### src/rtl/dirty_rect_coalescer_core_assert.svh
// Assertion macros shared by the dirty rectangle coalescer RTL.
// Uses the clock and reset ports of the module that includes it.
`ifndef DIRTY_RECT_COALESCER_CORE_ASSERT_SVH
`define DIRTY_RECT_COALESCER_CORE_ASSERT_SVH
`ifndef NO_ASSERTIONS
`define DRC_ASSERT(lbl, prop) \
   lbl: assert property (@(posedge clock) disable iff (reset) prop) \
      else $error("dirty rect coalescer: assertion failed");
`define DRC_NEVER(lbl, cond) \
   lbl: assert property (@(posedge clock) disable iff (reset) !(cond)) \
      else $error("dirty rect coalescer: forbidden condition");
`else
`define DRC_ASSERT(lbl, prop)
`define DRC_NEVER(lbl, cond)
`endif
`endif

### src/rtl/drc_pkg.sv
// Package for the dirty rectangle coalescer: sizes, operation codes,
// rectangle and span types. No dependencies.
package drc_pkg;

   localparam int STACK_DEPTH = 32;
   localparam int COORD_BITS  = 12;

   localparam int CNT_W      = $clog2(STACK_DEPTH + 1);
   localparam int IDX_W      = $clog2(STACK_DEPTH);
   localparam int OP_W       = 2;
   localparam int RECT_W     = 4 * COORD_BITS;
   localparam int REQ_DATA_W = ((OP_W + RECT_W + 7) / 8) * 8;
   localparam int RSP_DATA_W = ((RECT_W + 7) / 8) * 8;

   localparam logic [OP_W-1:0] OP_ADD_MERGE = 2'd0;
   localparam logic [OP_W-1:0] OP_ADD_PLAIN = 2'd1;
   localparam logic [OP_W-1:0] OP_FLUSH     = 2'd2;

   // left in the lowest bits, matching the stream packing
   typedef struct packed {
      logic [COORD_BITS-1:0] height;
      logic [COORD_BITS-1:0] width;
      logic [COORD_BITS-1:0] top;
      logic [COORD_BITS-1:0] left;
   } rect_type;

   typedef struct packed {
      logic [COORD_BITS-1:0] start;
      logic [COORD_BITS-1:0] len;
   } span_type;

   typedef struct packed {
      logic                  touch;
      logic [COORD_BITS-1:0] start;
      logic [COORD_BITS-1:0] len;
   } span_result_type;

endpackage

### src/rtl/drc_span_unit.sv
// Shared span unit: touch/overlap test and saturated union of two 1-D spans.
// Depends on drc_pkg.
module drc_span_unit
   import drc_pkg::*;
(
   input  span_type        span_a,
   input  span_type        span_b,
   output span_result_type result
);

   localparam logic [COORD_BITS:0] COORD_MAX = {1'b0, {COORD_BITS{1'b1}}};

   logic [COORD_BITS:0] a_start;
   logic [COORD_BITS:0] b_start;
   logic [COORD_BITS:0] a_end;
   logic [COORD_BITS:0] b_end;
   logic [COORD_BITS:0] u_start;
   logic [COORD_BITS:0] u_end;
   logic [COORD_BITS:0] u_len;

   assign a_start = {1'b0, span_a.start};
   assign b_start = {1'b0, span_b.start};
   assign a_end   = a_start + {1'b0, span_a.len};
   assign b_end   = b_start + {1'b0, span_b.len};

   assign u_start = (a_start < b_start) ? a_start : b_start;
   assign u_end   = (a_end > b_end) ? a_end : b_end;
   assign u_len   = u_end - u_start;

   assign result.touch = (a_end >= b_start) && (b_end >= a_start);
   assign result.start = u_start[COORD_BITS-1:0];
   assign result.len   = (u_len > COORD_MAX) ? COORD_MAX[COORD_BITS-1:0]
                                             : u_len[COORD_BITS-1:0];

endmodule

### src/rtl/dirty_rect_coalescer_core.sv
// Dirty rectangle coalescer, top level; one shared span unit under a small sequencer.
// Add: decode, then push; a full stack first emits a whole-screen result and is cleared;
//   each merge step reads the entry below and tests vertical, then horizontal; waits on rsp_tready stall this.
// Flush: nothing if empty, one whole-screen result if full, else each entry is read, then emitted (one read port).
// Throughput: one item at a time; req_tready is high only while idle.
// Reset: sync, active high; clears the count, not the stack RAM; drops a pending result.
`include "dirty_rect_coalescer_core_assert.svh"

module dirty_rect_coalescer_core
   import drc_pkg::*;
(
   input  logic                  clock,
   input  logic                  reset,
   // request stream
   input  logic                  req_tvalid,
   output logic                  req_tready,
   // bits low to high: operation, rect_left, rect_top, rect_width, rect_height, zero pad
   input  logic [REQ_DATA_W-1:0] req_tdata,
   // result stream
   output logic                  rsp_tvalid,
   input  logic                  rsp_tready,
   // bits low to high: out_left, out_top, out_width, out_height
   output logic [RSP_DATA_W-1:0] rsp_tdata,
   // bits low to high: whole_screen
   output logic [0:0]            rsp_tuser,
   output logic                  rsp_tlast
);

   // Sequencer states, one-hot.
   typedef enum logic [9:0] {
      S_IDLE        = 10'b00_0000_0001,
      S_DECODE      = 10'b00_0000_0010,
      S_WHOLE_ADD   = 10'b00_0000_0100,
      S_WHOLE_FLUSH = 10'b00_0000_1000,
      S_PUSH        = 10'b00_0001_0000,
      S_MERGE_RD    = 10'b00_0010_0000,
      S_MERGE_V     = 10'b00_0100_0000,
      S_MERGE_H     = 10'b00_1000_0000,
      S_DRAIN_RD    = 10'b01_0000_0000,
      S_DRAIN_OUT   = 10'b10_0000_0000
   } state_type;

   localparam logic [CNT_W-1:0] CNT_FULL = CNT_W'(STACK_DEPTH);
   localparam logic [CNT_W-1:0] CNT_ONE  = CNT_W'(1);
   localparam logic [CNT_W-1:0] CNT_TWO  = CNT_W'(2);

   state_type        state_ff, state_in;
   logic [CNT_W-1:0] count_ff, count_in;
   logic [IDX_W-1:0] drain_idx_ff, drain_idx_in;
   logic [OP_W-1:0]  op_ff, op_in;
   rect_type         item_ff, item_in;
   rect_type         top_ff, top_in;

   // output register
   logic             rsp_valid_ff, rsp_valid_in;
   rect_type         rsp_rect_ff, rsp_rect_in;
   logic             rsp_whole_ff, rsp_whole_in;
   logic             rsp_last_ff, rsp_last_in;

   // stack memory
   rect_type         stack_mem [STACK_DEPTH];
   rect_type         rd_data_ff;
   logic             mem_we;
   logic [IDX_W-1:0] mem_waddr;
   rect_type         mem_wdata;
   logic             mem_re;
   logic [IDX_W-1:0] mem_raddr;

   // shared span unit
   span_type         span_a;
   span_type         span_b;
   span_result_type  span_res;

   logic             req_xfer;
   logic             out_free;
   logic [CNT_W-1:0] count_m1;
   logic [CNT_W-1:0] count_m2;
   logic             same_cols;
   logic             same_rows;
   logic             drain_last;
   logic             in_merge;
   rect_type         merged;

   assign req_tready = (state_ff == S_IDLE);
   assign req_xfer   = req_tvalid && req_tready;
   // the output slot can take a new result this cycle
   assign out_free   = !rsp_valid_ff || rsp_tready;

   assign count_m1   = count_ff - CNT_ONE;
   assign count_m2   = count_ff - CNT_TWO;
   assign drain_last = ((CNT_W'(drain_idx_ff) + CNT_ONE) == count_ff);
   assign in_merge   = (state_ff == S_MERGE_RD) || (state_ff == S_MERGE_V) ||
                       (state_ff == S_MERGE_H);

   // a is the entry below the top (from RAM), b the top (in a register)
   assign same_cols = (rd_data_ff.left == top_ff.left) && (rd_data_ff.width == top_ff.width);
   assign same_rows = (rd_data_ff.top == top_ff.top) && (rd_data_ff.height == top_ff.height);

   // Steer the shared unit: vertical axis in S_MERGE_V, horizontal otherwise.
   always_comb begin
      if (state_ff == S_MERGE_V) begin
         span_a = '{start: rd_data_ff.top, len: rd_data_ff.height};
         span_b = '{start: top_ff.top,     len: top_ff.height};
      end else begin
         span_a = '{start: rd_data_ff.left, len: rd_data_ff.width};
         span_b = '{start: top_ff.left,     len: top_ff.width};
      end
   end

   drc_span_unit u_span (
      .span_a (span_a),
      .span_b (span_b),
      .result (span_res)
   );

   always_comb begin
      merged = rd_data_ff;
      if (state_ff == S_MERGE_V) begin
         merged.top    = span_res.start;
         merged.height = span_res.len;
      end else begin
         merged.left   = span_res.start;
         merged.width  = span_res.len;
      end
   end

   // Sequencer.
   always_comb begin
      state_in     = state_ff;
      count_in     = count_ff;
      drain_idx_in = drain_idx_ff;
      op_in        = op_ff;
      item_in      = item_ff;
      top_in       = top_ff;
      rsp_valid_in = rsp_valid_ff && !rsp_tready;
      rsp_rect_in  = rsp_rect_ff;
      rsp_whole_in = rsp_whole_ff;
      rsp_last_in  = rsp_last_ff;
      mem_we       = 1'b0;
      mem_waddr    = count_ff[IDX_W-1:0];
      mem_wdata    = item_ff;
      mem_re       = 1'b0;
      mem_raddr    = drain_idx_ff;

      case (state_ff)
         S_IDLE: begin
            if (req_xfer) begin
               op_in    = req_tdata[OP_W-1:0];
               item_in  = rect_type'(req_tdata[OP_W +: RECT_W]);
               state_in = S_DECODE;
            end
         end

         S_DECODE: begin
            case (op_ff)
               OP_ADD_MERGE, OP_ADD_PLAIN: begin
                  state_in = (count_ff >= CNT_FULL) ? S_WHOLE_ADD : S_PUSH;
               end
               OP_FLUSH: begin
                  drain_idx_in = '0;
                  if (count_ff == '0) begin
                     state_in = S_IDLE;
                  end else if (count_ff >= CNT_FULL) begin
                     state_in = S_WHOLE_FLUSH;
                  end else begin
                     state_in = S_DRAIN_RD;
                  end
               end
               default: begin
                  // drop the reserved operation
                  state_in = S_IDLE;
               end
            endcase
         end

         S_WHOLE_ADD, S_WHOLE_FLUSH: begin
            if (out_free) begin
               rsp_valid_in = 1'b1;
               rsp_rect_in  = '0;
               rsp_whole_in = 1'b1;
               rsp_last_in  = 1'b1;
               count_in     = '0;
               state_in     = (state_ff == S_WHOLE_ADD) ? S_PUSH : S_IDLE;
            end
         end

         S_PUSH: begin
            mem_we    = 1'b1;
            mem_waddr = count_ff[IDX_W-1:0];
            mem_wdata = item_ff;
            top_in    = item_ff;
            count_in  = count_ff + CNT_ONE;
            if ((op_ff == OP_ADD_MERGE) && (count_ff >= CNT_ONE)) begin
               state_in = S_MERGE_RD;
            end else begin
               state_in = S_IDLE;
            end
         end

         S_MERGE_RD: begin
            mem_re    = 1'b1;
            mem_raddr = count_m2[IDX_W-1:0];
            state_in  = S_MERGE_V;
         end

         S_MERGE_V, S_MERGE_H: begin
            if ((state_ff == S_MERGE_V) ? (same_cols && span_res.touch)
                                        : (same_rows && span_res.touch)) begin
               // fold the top into the entry below and pop
               mem_we    = 1'b1;
               mem_waddr = count_m2[IDX_W-1:0];
               mem_wdata = merged;
               top_in    = merged;
               count_in  = count_m1;
               state_in  = (count_m1 >= CNT_TWO) ? S_MERGE_RD : S_IDLE;
            end else begin
               state_in  = (state_ff == S_MERGE_V) ? S_MERGE_H : S_IDLE;
            end
         end

         S_DRAIN_RD: begin
            mem_re    = 1'b1;
            mem_raddr = drain_idx_ff;
            state_in  = S_DRAIN_OUT;
         end

         S_DRAIN_OUT: begin
            if (out_free) begin
               rsp_valid_in = 1'b1;
               rsp_rect_in  = rd_data_ff;
               rsp_whole_in = 1'b0;
               rsp_last_in  = drain_last;
               if (drain_last) begin
                  count_in = '0;
                  state_in = S_IDLE;
               end else begin
                  drain_idx_in = drain_idx_ff + IDX_W'(1);
                  state_in     = S_DRAIN_RD;
               end
            end
         end

         default: begin
            state_in = S_IDLE;
         end
      endcase
   end

   // Control registers.
   always_ff @(posedge clock) begin
      if (reset) begin
         state_ff     <= S_IDLE;
         count_ff     <= '0;
         rsp_valid_ff <= 1'b0;
      end else begin
         state_ff     <= state_in;
         count_ff     <= count_in;
         rsp_valid_ff <= rsp_valid_in;
      end
   end

   // Payload registers.
   always_ff @(posedge clock) begin
      drain_idx_ff <= drain_idx_in;
      op_ff        <= op_in;
      item_ff      <= item_in;
      top_ff       <= top_in;
      rsp_rect_ff  <= rsp_rect_in;
      rsp_whole_ff <= rsp_whole_in;
      rsp_last_ff  <= rsp_last_in;
   end

   // Stack RAM: one write port, one registered read port.
   always_ff @(posedge clock) begin
      if (mem_we) begin
         stack_mem[mem_waddr] <= mem_wdata;
      end
   end

   always_ff @(posedge clock) begin
      if (mem_re) begin
         rd_data_ff <= stack_mem[mem_raddr];
      end
   end

   assign rsp_tvalid   = rsp_valid_ff;
   assign rsp_tdata    = RSP_DATA_W'(rsp_rect_ff);
   assign rsp_tuser[0] = rsp_whole_ff;
   assign rsp_tlast    = rsp_last_ff;

   // Checks.
   `DRC_ASSERT(a_count_bound, count_ff <= CNT_FULL)
   `DRC_ASSERT(a_busy_after_accept, req_xfer |=> !req_tready)
   `DRC_ASSERT(a_merge_needs_two, in_merge |-> (count_ff >= CNT_TWO))
   `DRC_ASSERT(a_drain_in_range, (state_ff == S_DRAIN_OUT) |-> (CNT_W'(drain_idx_ff) < count_ff))
   `DRC_NEVER(a_whole_clean, rsp_valid_ff && rsp_whole_ff && (rsp_rect_ff != '0 || !rsp_last_ff))

endmodule
### config.mk
export PLATFORM = sky130hd
export DESIGN_NAME = dirty_rect_coalescer_core
export DESIGN_NICKNAME = d
export VERILOG_FILES = /design/src/rtl/drc_pkg.sv /design/src/rtl/drc_span_unit.sv /design/src/rtl/dirty_rect_coalescer_core.sv
export VERILOG_INCLUDE_DIRS = /design/src /design/src/rtl
export SDC_FILE = /design/constraint.sdc
export NUM_CORES = 2
export LEC_CHECK = 0
export BUFFER_PORTS_ARGS = -buffer_cell sky130_fd_sc_hd__buf_2
export CAP_MARGIN = 0
export CELL_PAD_IN_SITES_DETAIL_PLACEMENT = 1
export CELL_PAD_IN_SITES_GLOBAL_PLACEMENT = 1
export CORE_MARGIN = 2
export CORE_UTILIZATION = 52
export DETAILED_ROUTE_END_ITERATION = 10
export PLACE_DENSITY_LB_ADDON = 0.1
export SLEW_MARGIN = 25
export SYNTH_ARGS = -nofsm -noshare
export SYNTH_HDL_FRONTEND = slang
export SYNTH_SLANG_ARGS = --single-unit
### constraint.sdc
create_clock -name clock -period 12.1 [get_ports clock]
set_input_delay 2.42 -clock clock [delete_from_list [all_inputs] [get_ports clock]]
set_output_delay 2.42 -clock clock [all_outputs]
set_load 0.05 [all_outputs]
Word level (Yosys, flattened, before mapping)
Memories as Yosys holds them, arrays and structs flattened. A register that Yosys moved wholly into a read port is not among the register bits. Cells that the tools add are included.

Output and inout bits: 52. Memories kept: 1. Memory bits (writable): 1536. Logic and storage cells: 143. Bits in registers: 170. Input port bits: 60.

Memories: stack_mem (words 32, width 48, rd ports 1, clocked after memory_dff 1, wr ports 1, RTL line dirty_rect_coalescer_core.sv:61) `rect_type stack_mem [STACK_DEPTH];`.

Equal/unequal tests: 24. Reduce and logical (&&, ||, !) cells: 28. Mux-type cells: 55. Add/sub/neg operators: 8. Order comparisons: 8.

Operators with widths (count): 2-to-1 mux 48 bit (5); one-hot mux 48 bit (2 select lines) (2); one-hot mux 10 bit (8 select lines) (1); 2-to-1 mux 12 bit (6); == test 12 bit (4); 2-to-1 mux 24 bit (2); 2-to-1 mux 5 bit (8); 2-to-1 mux 6 bit (6); 2-to-1 mux 10 bit (3); 2-to-1 mux 9 bit (3); adder 12 x 12 -> 13 bit (2); >= comparator 13 x 12 -> 1 bit (2); one-hot mux 6 bit (4 select lines) (1); one-hot mux 9 bit (2 select lines) (1); 2-to-1 mux 8 bit (2); > comparator 13 x 12 -> 1 bit (second input constant) (1); > comparator 13 bit (1); 2-to-1 mux 13 bit (1); subtractor 13 bit (1); less-than comparator 12 bit (1); inequality test 2 bit (second input constant) (6); == test 10 x 1 -> 1 bit (second input constant) (1); == test 10 bit (second input constant) (1); == test 10 x 2 -> 1 bit (second input constant) (1); other kinds (35) (61).

Longest topological paths before layout
Word-level depth: 11. Mapped depth: 37. Gate-level depth less buffers: 31.

Hierarchy
From an unflattened synthesis, not the netlist that was laid out.

Cell total of the unflattened synthesis: 5532. Area, all modules: 73385.4 um^2.

Modules (own cells, without submodules): dirty_rect_coalescer_core (instances 1, cells an instance 5143, area each 70179.8 um^2, sequential area each 52500.4 um^2); drc_span_unit (instances 1, cells an instance 389, area each 3205.6 um^2, sequential area each 0.0 um^2).

Worst setup path before layout
Ideal clock, no wire load.

Path kind: reg-to-reg. From: register state_ff[9]. To: memory stack_mem[0][35] (netlist name), data pin. Period minus slack after synthesis: 9.390 ns. Buffers on the path: 6. Data required time: 11.632 ns. Setup time: 0.468 ns. Stages on the path, launching flop included: 37. Data arrival time: 8.923 ns. Path slack: 2.710 ns. Path through: dfxtp_1 > buf_4 > or4_4 > nor3_1 > clkbuf_1 > clkbuf_1 > buf_1 > nand2_1 > nand2_1 > ha_1 > inv_1 > fa_1 > nor2b_1 > o31ai_1 > a21oi_1 > a21o_1 > a21o_1 > a21oi_1 > xnor2_1 > ha_1 > o21ai_0 > a21oi_1 > a221oi_1 > a21oi_1 > clkbuf_1 > mux2i_1 > ha_1 > fa_1 > nor2b_1 > o2111ai_1 > nor4bb_1 > o31ai_1 > a31oi_1 > xor2_1 > buf_2 > nor3_1 > o31ai_1.

RTL lines: start, declared (RTL line dirty_rect_coalescer_core.sv:47) `state_type state_ff, state_in;`; start signal, assigned (RTL line dirty_rect_coalescer_core.sv:256) `state_ff <= state_in;`; end, declared (RTL line dirty_rect_coalescer_core.sv:61).

==> metrics.cfg <==
[cells_and_area]
layout-drive-gt1-share_pct=9.982
fin_util_pct=58.80
area_growth_pct=12.62
multiInputGateArea_um2=19340
regArea_um2=52500
nFillCells=13560
final_nets=6005

[yosys]
yosys.area.top_type=edfxtp_1
ys_seq_area_share_pct=72.34
yosys.cell_types.count=73
synthTopCellsByArea=edfxtp_1, nand2_1, nand3_1, nand4_1, a31oi_1
avgSynthCellArea_um2=12.57
synth_edf_count=1737
yosysTopAreaCellShare_pct=71.87
syn_inst=5773
synth_ff_type=edfxtp_1
ys_warn_count=0
yosysMostFrequentCell=nand2_1
netlist_area_um2=72580
synth_common_cells=nand2_1, edfxtp_1, nand3_1, nand4_1, clkbuf_1
synth_seq_cells=1754
synthArstFlopShare_pct=0
syn-num-nets=5927

[floorplan]
ioPinCount=112
die_h_um=377.6
initial_utilization_pct=52.21
die_x_um=377.6
die-area_um2=142600
row_count=137
core_um2=139000

[routing]
first_iter_violations=5258
wl_met1_mm=96.28
maxUsedRoutingLayer=met5
via_per_inst=6.283
dr_wl_met2_mm=113.0
route.detailed.drc=0
ant_nets=0
dr.pass1.iters=6
post_drt_wl_per_cell_um=30.07
wl_mm=236.6
vias=49440
wl_met3_mm=17.80

[hold_path]
whs_endpoint=rsp_tvalid
hold_path.class=reg -> reg
hold_depth=2
hp-start=rsp_tvalid

[cts]
cts_root_buf=clkbuf_16
cts_max_level=4
cts_sinks=1754
post_cts_buffers=0
cts_tree=built
numCtsBuffers=181
worstSkewPairLatency_ps=820
clk_path_buf_depth=3
cts.repair.resized=0
ctsHoldBuffers=0
clk_pin_slew_ps=60

[worst_setup_path]
crit_path_max_incr_delay_ps=750
required_ps=12530
startpoint=state_ff[0]
arrival_ps=9960
endpoint_kind=register
cpMostUsedCell=ha_1
critPathKind=reg -> reg
startpoint_type=register
reg2reg_from=state_ff[0]
r2r-end=stack_mem[2][34]
rr_worst_depth=29
crit_fanout=32
worst-r2r-setup-slack_ps=2570
cpMaxStageDelayCell=or4_1

[power_and_ir_drop]
leakagePower_nw=28.01
cellPowerDensity_nw_per_um2=150.4
peakVddDrop_v=0.0001321

[placement]
gp_congestion=0.9421
hpwl_mm=135.7
io_buffers=105

[global_route]
grt-ovfl-total=0
antenna_found_initial=6
grt_usage_pct=33.15
grt_pass1_vias=50800
grt_max_degree=191
grt_first_pass_wirelength_mm=341.9

[timing]
fmax_mhz=104.9
setup_violations=0
min_period_ps=9529
slew_viol_final=0
setup_tns_ps=0
hold_violations=0
rsz0062_at_grt=no
tightest_slew_ps=1126
skew_ps=65.05
post-route-period-util_pct=78.75
maxSlewHeadroom_pct=24.94

[run_status]
status=finished clean

[flow_run]
max_cap_viol_count=0

power by group:
| group | internal (W) | switching (W) |
|---|---|---|
| registers | 0.00673 | 0.0000163 |
| clock network | 0.00295 | 0.00234 |
| logic | 0.0000518 | 0.000203 |
area by class of cell:
type                    count  area share, %
flip-flops and latches   1754          64.23
multi-input cells        3617          23.66
clock buffers             233          5.883
well taps                1876          2.872
repair buffers            239          2.189
clock inverters            90         0.8924
inverters                  58         0.2664
diodes                      1       0.003062
stage by stage:
stage / hold WS, ps / std cells / worst slack (ps) / instance area (um2) / power, W
finish: 540.6 / 7868 / 2571 / 81740 / 0.01229
global route: 594.6 / 7867 / 1872 / 81730 / 0.01257
CTS: 549.8 / 7864 / 2353 / 81690 / 0.01234
detailed placement: 538.8 / 7541 / 2443 / 76150 / 0.007118
global placement: 498.7 / 7535 / 2191 / 76010 / 0.007102
floorplan: 520.5 / 5773 / 2710 / 72580 / 0.006981
worst max-delay path by stage:
stage | to | cells past startpoint
after floorplan | stack_mem[0][35] | 36
after global placement | stack_mem[24][41] | 30
after detailed placement | stack_mem[7][39] | 30
after CTS | stack_mem[22][39] | 30
after global routing | stack_mem[27][33] | 31
final | stack_mem[2][34] | 29
per-layer routing:
| layer | GRT usage, % | vias to the layer above |
|---|---|---|
| met2 | 53.73 | 2133 |
| met3 | 4.967 | 505 |
| met4 | 12.53 | 2 |
| met1 | 45.49 | 25510 |
| met5 | 0 | - |
| li1 | - | 21290 |
registers in the layout, indices dropped and copies added, names as in the netlist:
register      count
rd_data_ff       48
stack_mem      1536
rsp_tlast         1
rsp_tvalid        1
item_ff          48
rsp_tuser         1
op_ff             2
drain_idx_ff      5
state_ff         10
count_ff          6
top_ff           48
rsp_tdata        48
layout by cell type, fill, tap and decap left out, types with 8 or more instances in the layout:
cell type and count:
xnor2_1 73, buf_12 17, dfxtp_1 17, nor2_4 9, o21ai_4 9, buf_4 105
nor4_1 10, inv_1 58, buf_6 12, a21o_1 14, and2_1 53, nand2_1 1747
buf_2 105, nand3_1 594, o31ai_4 20, clkinv_1 46, nand2b_1 11, xor2_1 20
nor3_1 30, o21a_1 9, a21oi_1 49, nor2_1 70, or2_2 8, and3_1 11
mux2_2 16, o21ai_2 14, o21ai_0 69, a31oi_1 207, o31ai_1 19, nand4_1 260
clkinv_2 23, mux2i_1 50, clkbuf_1 47, ha_1 92, a21oi_4 24, edfxtp_1 1737
nor2b_1 11, clkbuf_16 184
critical path: cells and delay by family (launching register included):
kind                       cells  cell delay (ps)
and+or+nand+nor                7             2640
xor gates and xnor gates       2              940
DFF                            1              360
muxes                          3             1270
adders and majority gates      4             1230
buffers and inverters          4              740
AOI/OAI and AO/OA              9             1910
kinds of logic after synthesis:
group           Yosys count  share of synthesized area (%)
compound gates          498                          4.319
xor+xnor                 94                          1.145
fa+ha+maj                96                          1.669
buf+inv                 402                          2.196
flops                  1754                          72.34
mux                      68                         0.9706
simple gates           2861                          17.36
Power figures use the tool's default switching activity.
